===== config.mk =====
export PLATFORM = sky130hd
export DESIGN_NAME = tcw_mac
export DESIGN_NICKNAME = d
export VERILOG_FILES = /design/src/rtl/tcw_mac.sv
export SDC_FILE = /design/constraint.sdc
export NUM_CORES = 1
export LEC_CHECK = 0
export BUFFER_PORTS_ARGS = -buffer_cell sky130_fd_sc_hd__buf_2
export CAP_MARGIN = 40
export CORE_MARGIN = 8
export CORE_UTILIZATION = 50
export CTS_CLUSTER_SIZE = 20
export DETAILED_ROUTE_END_ITERATION = 8
export PLACE_DENSITY = 0.71
export REMOVE_ABC_BUFFERS = 1
export SLEW_MARGIN = 10
export SYNTH_ARGS = -nofsm -noshare
export SYNTH_HDL_FRONTEND = slang
export SYNTH_SLANG_ARGS = --single-unit

===== constraint.sdc =====
create_clock -name clk_i -period 5.6 [get_ports clk_i]
set_input_delay 0.28 -clock clk_i [delete_from_list [all_inputs] [get_ports clk_i]]
set_output_delay 0.28 -clock clk_i [all_outputs]
set_load 0.02 [all_outputs]

===== src/rtl/tcw_mac.sv =====
// tcw_mac: shared multiply-add unit, prod = row * columns + col, registered
// used for cell offsets, clear length and scroll copy length
`timescale 1ns / 1ps

module tcw_mac #(
  parameter int MAX_COLS = 128,
  parameter int MAX_ROWS = 32
) (
  input  logic                                          clk_i,
  input  logic                                          en_i,
  input  logic [$clog2(MAX_ROWS + 1)-1:0]               row_i,
  input  logic [(MAX_COLS > 1 ? $clog2(MAX_COLS) : 1)-1:0] col_i,
  input  logic [$clog2(MAX_COLS + 1)-1:0]               nc_i,
  output logic [$clog2(MAX_COLS * MAX_ROWS + 1)-1:0]    prod_o
);

  localparam int NcW  = $clog2(MAX_COLS + 1);
  localparam int NrW  = $clog2(MAX_ROWS + 1);
  localparam int CntW = $clog2(MAX_COLS * MAX_ROWS + 1);
  localparam int PW   = NrW + NcW + 1;

  logic [PW-1:0]   full;
  logic [CntW-1:0] prod_q;

  assign full = PW'(row_i) * PW'(nc_i) + PW'(col_i);

  always_ff @(posedge clk_i) begin
    if (en_i) begin
      prod_q <= CntW'(full);
    end
  end

  assign prod_o = prod_q;

endmodule


# --- Word-level counts from Yosys, hierarchy flattened ---
# Cells that the tools add are included.
word_totals:
  regBits: 13
  input_bits: 23
  out_inout_bits: 13
  word_cells: 3
classes:
  add_sub_neg: 1
  mul: 1
ops:
  columns: ["op", "count"]
  rows:
  - ["$add A13 B7 Y13", 1]
  - ["$mul A6 B8 Y13", 1]

# --- Depth between registers and ports, before layout ---
# Gate-level depths: netlist of the first run.
depth:
  ltp_word: 2
  mapped_depth: 15
  depth_no_buf: 15

# --- Least setup slack after synthesis of the first run ---
# OpenSTA, ideal clock, no wires.
synth_timing:
  path_kind: "input port to flip-flop"
  from: "in nc_i[3]"
  to: "reg prod_q[10] (netlist: prod_o[10]), data pin"
  setup_time_ps: 278
  arrival_time_ps: 3759
  required_ps: 5322
  slack_ps: 1562
  cell_stages: 15
  path_buffers: 0
  path_cell_list: "and2_1 -> fa_1 -> inv_1 -> fa_1 -> inv_1 -> fa_1 -> inv_1 -> fa_1 -> inv_1 -> ha_1 -> and2_1 -> a41oi_1 -> a21boi_1 -> nor4b_1 -> a311oi_1"
synth_between:
  elab_chain_len: 2
synth_lines:
  columns: ["element", "line_no", "source"]
  rows:
  - ["start: declaration", "13", "input logic [$clog2(MAX_COLS + 1)-1:0] nc_i,"]
  - ["$mul A6 B8 Y13", "25", "assign full = PW'(row_i) * PW'(nc_i) + PW'(col_i);"]
  - ["$add A13 B7 Y13", "25", null]
  - ["named net full[10]", "22", "logic [PW-1:0] full;"]
  - ["end signal: assignment", "29", "prod_q <= CntW'(full);"]
  - ["end: declaration", "23", "logic [CntW-1:0] prod_q;"]
# The timed path passes the listed nets, and every way through them passes these cells.
# A chain may end at the register's enable or synchronous reset.

# --- Final worst setup path of the first run ---
# Same ends and word-level chain as after synthesis.

==> results of run 1 <==
routing by layer:
metal,part of all wire [%],vias up
met5,0,-
met1,43,755
met3,4.7,2
met4,0.31,0
met2,51,23
li1,-,776
power by group through the flow:
stage	Sequential, mW	Combinational [mW]	Clock, mW
floorplan	0.243	0.440	0
CTS	0.188	0.646	0.0841
global placement	0.188	0.632	0
global route	0.191	0.723	0.0875
detailed placement	0.189	0.640	0
finish	0.187	0.635	0.0816
critical path: cells and delay by family:
family | cells | cell delay [ps]
and+or+nand+nor | 3 | 660
AOI/OAI and AO/OA | 3 | 490
buffers and inverters | 5 | 310
adders and majority gates | 5 | 2350
metrics by stage:
step           cell area (um^2)  util (%)  worst slack (ps)
6_report                   2410      59.5              1460
5_1_grt                    2410      59.5              1220
4_1_cts                    2410      59.5              1450
3_5_place_dp               2370      58.4              1190
3_3_place_gp               2370      58.4              1310
2_1_floorplan              2130         -              1570
how the worst min path moves through the flow:
stage	from	end	slack, ps	cells past startpoint
global placement	col_i[0]	prod_o[0]$_DFFE_PP_	580	2
finish	col_i[0]	prod_o[0]$_DFFE_PP_	340	2
CTS	col_i[0]	prod_o[0]$_DFFE_PP_	330	2
global route	col_i[0]	prod_o[0]$_DFFE_PP_	350	2
detailed placement	col_i[0]	prod_o[0]$_DFFE_PP_	580	2
floorplan	en_i	prod_o[0]$_DFFE_PP_	390	0
kinds of logic after synthesis:
family	synth area share (%)
xor gates and xnor gates	4.51
buffers and inverters	5.62
AOI/OAI and AO/OA	7.37
muxes	0.936
DFF	18.3
adders and majority gates	44.4
and+or+nand+nor	19.0
cell usage in the layout (no fill, tap or decap), drive strengths merged, types with 2 or more instances in the layout:
cell    Yosys  layout
a21o        5       5
nand2      10      10
ha         31      31
inv        30      30
nand4       2       2
fa         28      28
xor2        3       3
a21oi       7       7
mux2i       2       2
nor2        7       7
and2       43      43
xnor2       8       8
clkbuf      2       4
edfxtp     13      13
buf         0      35
nand3       6       6
nor3        3       3
layout make-up:
| class | instances | area share [%] |
|---|---|---|
| flip-flops and latches | 13 | 16.2 |
| inverters | 30 | 4.67 |
| repair buffers | 35 | 7.26 |
| clock buffers | 4 | 1.87 |
| well taps | 50 | 2.59 |
| multi-input cells | 167 | 67.4 |
==> impl_metrics.tcl, run 1 <==
set metrics [dict create \
    finalSetupViolations 0 \
    syn_area_um2 2140 \
    path_max_fanout 6 \
    slew_headroom_pct 77.5 \
    max_freq_ghz 0.242 \
    p_clk_share_pct 9.0 \
    cts.repair.resized 0 \
    tns_ps 0 \
    syn_inst 212 \
    route.vias.total 1556 \
    synth_top_area_share_pct 26.2 \
    fillers 382 \
    cpMaxStageDelayCell "fa_1" \
    drtIter0Drc 85 \
    max_stage_delay_ps 530 \
    portBuffers 35 \
    totalWireLength_um 3920 \
    min_period_ps 4140 \
    p_comb_share_pct 70.3 \
    avgSynthCellArea_um2 10.1 \
    synth.area.top_cells "fa_1 26%, edfxtp_1 18%, ha_1 18%" \
    num_rows 23 \
    postCtsHoldBufs 0 \
    p_sw_share_pct 45.1 \
    crit_end "prod_o[10]$_DFFE_PP_" \
    grt_setup_unrepaired "false" \
    grt_overflow 0 \
    path_cells "buf_2, and2_1, fa_1, inv_1, fa_1, inv_1, fa_1, inv_1, fa_1, inv_1, ha_1, and2_1, a41oi_1, a21boi_1, nor4b_1, a311oi_1" \
    dpl.hpwl_um 3400 \
    grt_pass1_wl_um 6580 \
    dieArea_um2 6630 \
    power_mw 0.903 \
    pwr-share-seq_pct 20.7 \
    synthFlopType "edfxtp_1" \
    cap_violations 0 \
    cts_buffers 3 \
    start_kind "primary input" \
    p_int_mw 0.496 \
    drive_above_1_share_pct 15.7 \
    worstPathArrival_ps 4110 \
    largest_reg_flops 13 \
    synthArstFlopShare_pct 0 \
    grt_use_met2_pct 20.3 \
    area_growth_pct 12.9 \
    ant_nets 0 \
    wire_per_inst_um 13.1 \
    n_antenna_cell 0 \
    synth_most_common_cell "and2_1" \
    ir_drop_uv 183 \
    cp_data_required_time_ps 5570 \
    grt_max_degree 14 \
    switching_power_mw 0.407 \
    clock_path_buffers 2 \
    yosysSeqAreaShare_pct 18.3 \
    cts_setup_buffers 0 \
    fin_cells 299 \
    worst_pin_slew_ps 338 \
    final.period_utilization_pct 73.9 \
    yosysTopAreaCell "fa_1" \
    cts_tree "built" \
    use_met1_pct 16.4 \
    seqCellArea_um2 390 \
    dr.pass1.iters 4 \
    holdWs_ps 341 \
    ys_types 29 \
    hold_viol_final 0 \
    start_util_pct 52.7 \
    synth_common_cells "43 x and2_1, 31 x ha_1, 30 x inv_1, 28 x fa_1, 13 x edfxtp_1" \
    vias_per_cell 5.20 \
    path_clk_slew_ps 50 \
    grt_pass1_vias 1496 \
    synth_warnings 0 \
    power_density_nw_per_um2 374 \
    multi_input_area_um2 1630 \
    path_class "in2reg" \
    nets 332 \
    cts.sinks 13 \
    grt_use_met3_pct 2.65 \
    drc_errors 0 \
    slew_viol_final 0 \
    synth-edff-count 13 \
    place_inst 295 \
    fp.dieW_um 81.4 \
    hold_class "in2reg" \
    grt.busiest_layer "met2" \
    synth-seq-cells 13 \
    leakagePower_nw 1.23 \
    gp_congestion 0.832 \
    grt.total_usage_pct 12.3 \
    ios 36 \
    die_height_um 81.4 \
    cp-end-kind "flop" \
    status "finished, final reports clean" \
    core_area_um2 4060 \
    cp-startpoint "nc_i[3]" \
    h-tree-depth 1 \
    antenna_found_initial 0 \
    cts-root-buf "clkbuf_8" \
]
(Power assumes the default switching activity.)
==> run 2, diff against run 1 <==
- PLACE_DENSITY: 0.71 -> 0.74
- clock period: 5.6 -> 3.4 ns (I/O delays scaled with it)
==> run 2 against run 1 <==
Against the previous run:
- the run now ends with setup timing left
- clock power grew 70%
- global-route usage grew 3.4 points
- first-iteration DRC count shrank 34%
- hold slack lost 110 ps
- worst setup slack lost 1900 ps
==> impl_metrics.tcl, run 2 (synthesized netlist as in run 1, its figures left out) <==
set metrics [dict create \
    status "finished, violations left" \
    violations "setup timing" \
    hold_class "in2reg" \
    grt_use_met3_pct 2.76 \
    max_stage_delay_ps 540 \
    die_height_um 81.4 \
    cp_data_required_time_ps 3390 \
    totalWireLength_um 5120 \
    clock_path_buffers 2 \
    ant_nets 0 \
    post-route-cell-area_um2 2890 \
    cts_tree "built" \
    drive_above_1_share_pct 36.7 \
    grt_max_degree 14 \
    cts-root-buf "clkbuf_8" \
    cts.sinks 13 \
    fillers 303 \
    place_ws_ps -833 \
    nets 372 \
    grt_pass1_wl_um 8250 \
    ios 36 \
    path_max_fanout 4 \
    worstPathArrival_ps 3780 \
    crit_family "adder cells" \
    dr.pass1.iters 4 \
    grt_pass1_vias 1853 \
    dpl_cell_area_um2 2620 \
    grt.total_usage_pct 15.7 \
    power_density_nw_per_um2 707 \
    cp-end-kind "flop" \
    hold_viol_final 0 \
    use_met1_pct 18.0 \
    path_cells "buf_6, and2_4, fa_1, inv_1, fa_1, inv_2, fa_1, inv_1, fa_1, inv_2, ha_4, o21a_1, a21oi_2, nor2_2, o41a_1, xor2_1" \
    setup_ws_ps -393 \
    drc_errors 0 \
    drtIter0Drc 56 \
    route.vias.total 1769 \
    grt_setup_unrepaired "true" \
    largest_reg_flops 13 \
    dpl.hpwl_um 3880 \
    core_area_um2 4060 \
    min_period_ps 3790 \
    path_clk_slew_ps 60 \
    num_rows 23 \
    vias_per_cell 5.22 \
    antenna_found_initial 0 \
    grt.busiest_layer "met2" \
    cpMaxStageDelayCell "fa_1" \
    ir_drop_uv 474 \
    max_freq_ghz 0.264 \
    wire_per_inst_um 15.1 \
    finalSetupViolations 7 \
    leakagePower_nw 1.46 \
    slew_headroom_pct 78.6 \
    path_class "in2reg" \
    dieArea_um2 6630 \
    power_mw 2.04 \
    tns_ps -2150 \
    utilization_pct 71.2 \
    n_antenna_cell 0 \
    grt_use_met2_pct 29.4 \
    cts_buffers 3 \
    cpMostUsedCell "fa_1" \
    gp_congestion 0.805 \
    worst_pin_slew_ps 321 \
    area_growth_pct 35.2 \
    start_kind "primary input" \
    slew_viol_final 0 \
    cap_violations 0 \
    fp.dieW_um 81.4 \
    h-tree-depth 1 \
    start_util_pct 52.7 \
    grt_overflow 0 \
    portBuffers 35 \
    final.period_utilization_pct 112 \
    critPathBufInv 5 \
    most-common-layout-cells "35 x and2_1, 35 x buf_4, 32 x buf_2" \
]
[run 2: cell types whose count changed in the layout (fill, tap and decap cells not counted), moves of 4 or more]
cell,before,now
and2_1,43,35
and2_4,0,8
buf_4,0,35
buf_6,0,8
inv_1,30,26
inv_2,0,4
[run 2: final timing paths]
kind,from,endpoint,cells after the start
worst max-delay path,nc_i[5],prod_o[9]$_DFFE_PP_,16
worst min-delay path,col_i[0],prod_o[0]$_DFFE_PP_,2
[run 2: power by group]
| group | switching, mW | leakage (nW) | internal [mW] |
|---|---|---|---|
| clock network | 0.0559 | 0.0228 | 0.0828 |
| registers | 0.0138 | 0.127 | 0.293 |
| logic | 0.793 | 1.31 | 0.806 |
[run 2: area by class of cell]
class	count	area, um^2	area share, %
multi-input cells	167	1770	61.1
inverters	30	113	3.90
clock buffers	4	45.0	1.56
repair buffers	75	513	17.7
well taps	50	62.6	2.16
flip-flops and latches	13	390	13.5
[run 2: repair_timing]
item,CTS,global route
resized for setup,29,11
endpoints found under the setup margin,7,8
setup buffers,6,2
pin swaps,22,13
hold buffers,0,0
[run 2: layer usage]
metal / wire length, um / vias to the layer above
li1: - / 857
met4: 75 / 0
met2: 2790 / 39
met3: 233 / 10
met5: 0 / -
met1: 2030 / 863
[run 2: through the flow]
step                hold slack (ps)  cells
floorplan                       282    210
global placement                471    329
detailed placement              480    329
CTS                             235    339
global route                    246    339
finish                          234    339
==> run 3, diff against run 2 <==
- CTS_BUF_LIST: unset -> sky130_fd_sc_hd__clkbuf_4 sky130_fd_sc_hd__clkbuf_8
==> run 3 against run 2 <==
Against the previous run:
- the flow still finishes with violations (setup timing)
- die area unchanged
- non-clock buffer count decreased by 2
- sequential cell count unchanged
- total power decreased by 0.78%
- count of clock-buffer cells in the layout unchanged
- critical path depth increased by 1
- design area about the same
- first-iteration DRC count increased by 29%
- sequential share of layout area about the same
- sequential power about the same
- via count decreased by 1.0%
- routed wire length decreased by 0.64%
- critical path type unchanged
- critical endpoint is now prod_o[10]$_DFFE_PP_
- largest cell class unchanged
==> impl_metrics.tcl, run 3 (synthesized netlist as in run 1, its figures left out) <==
set metrics [dict create \
    slew_viol_final 0 \
    path_clk_slew_ps 60 \
    ios 36 \
    p_clk_share_pct 7.2 \
    final_common_cell "buf_2" \
    cp_data_required_time_ps 3390 \
    totalWireLength_um 5090 \
    pwr-share-seq_pct 15.2 \
    grt_pass1_wl_um 8350 \
    fillers 305 \
    antenna_found_initial 0 \
    grt_overflow 0 \
    switching_power_mw 0.861 \
    status "finished, violations left" \
    postCtsHoldBufs 0 \
    post-route-cell-area_um2 2890 \
    ant_nets 0 \
    core_area_um2 4060 \
    worstPathArrival_ps 3700 \
    cts.sinks 13 \
    largest_reg_flops 13 \
    nets 370 \
    max_freq_ghz 0.269 \
    fp.dieW_um 81.4 \
    leakagePower_nw 1.46 \
    p_sw_share_pct 42.5 \
    clock_path_buffers 2 \
    start_util_pct 52.7 \
    cts_tree "built" \
    grt.total_usage_pct 15.8 \
    h-tree-depth 1 \
    most-common-layout-cells "33 x buf_2, 32 x and2_1, 31 x buf_4" \
    slew_headroom_pct 77.7 \
    cp-end-kind "flop" \
    min_period_ps 3720 \
    dpl_cell_area_um2 2620 \
    gp_congestion 0.805 \
    route.vias.total 1751 \
    cts_buffers 3 \
    grt_pass1_vias 1870 \
    p_int_mw 1.17 \
    wire_per_inst_um 15.1 \
    setup_ws_ps -318 \
    drtIter0Drc 72 \
    vias_per_cell 5.20 \
    violations "setup timing" \
    cts-root-buf "clkbuf_8" \
    dieArea_um2 6630 \
    cap_violations 0 \
    drive_above_1_share_pct 37.6 \
    tns_ps -1520 \
    dpl.hpwl_um 3880 \
    grt_max_degree 14 \
    final.period_utilization_pct 109 \
    num_rows 23 \
    path_class "in2reg" \
    drc_errors 0 \
    hold_viol_final 0 \
    ir_drop_uv 437 \
    finalSetupViolations 6 \
    portBuffers 35 \
    p_comb_share_pct 77.6 \
    power_density_nw_per_um2 702 \
    hold_class "in2reg" \
    dr.pass1.iters 4 \
    area_growth_pct 35.0 \
    start_kind "primary input" \
    n_antenna_cell 0 \
    die_height_um 81.4 \
    grt_setup_unrepaired "true" \
    worst_pin_slew_ps 335 \
    path_max_fanout 3 \
]
-- run 3: metrics by stage --
step / hold slack [ps] / cells / util [%] / total power [mW] / worst slack (ps)
after floorplan: 282 / 210 / - / 1.13 / -523
after global placement: 471 / 329 / 64.7 / 1.56 / -768
after detailed placement: 480 / 329 / 64.7 / 1.59 / -833
after CTS: 234 / 337 / 69.2 / 1.91 / -369
after global routing: 248 / 337 / 71.2 / 2.19 / -414
final: 233 / 337 / 71.2 / 2.03 / -318
-- run 3: cell type report --
type | instances | area [um^2] | area share [%]
Sequential cell | 13 | 390 | 13.5
Multi-Input combinational cell | 167 | 1770 | 61.4
Inverter | 30 | 113 | 3.90
Timing Repair Buffer | 73 | 499 | 17.3
Clock buffer | 4 | 48.8 | 1.69
Tap cell | 50 | 62.6 | 2.17
-- run 3: timing repair --
item | CTS | global route
endpoints found under the setup margin | 7 | 8
resized for setup | 24 | 20
pin swaps | 24 | 24
buffers inserted | 4 | 1
-- run 3: power groups by stage --
stage               logic (mW)  clock network (mW)  registers [mW]
floorplan                0.725                   0           0.400
global placement          1.25                   0           0.310
detailed placement        1.28                   0           0.309
CTS                       1.46               0.147           0.307
global route              1.72               0.153           0.316
finish                    1.57               0.146           0.308
-- run 3: path summary, 6_finish.rpt --
| kind | startpoint | end | slack [ps] | cells past startpoint |
|---|---|---|---|---|
| max | nc_i[5] | prod_o[10]$_DFFE_PP_ | -320 | 17 |
| min | col_i[0] | prod_o[0]$_DFFE_PP_ | 230 | 2 |
-- run 3: routing by layer --
| metal | wire, um | vias to the layer above | track usage (%) |
|---|---|---|---|
| li1 | - | 855 | - |
| met1 | 2080 | 860 | 18.4 |
| met2 | 2730 | 34 | 29.4 |
| met3 | 255 | 2 | 2.76 |
| met4 | 19 | 0 | 3.21 |
| met5 | 0 | - | 0 |
-- run 3: worst max-delay path, stage by stage --
cell and delay [ps]:
buf_6 90, and2_4 150, fa_1 530, inv_1 50
fa_1 510, inv_2 40, fa_1 470, inv_1 50
fa_1 500, inv_2 50, ha_4 270, buf_6 110
and2_4 160, a41oi_4 110, a21boi_2 230, buf_4 140
a311oi_2 90
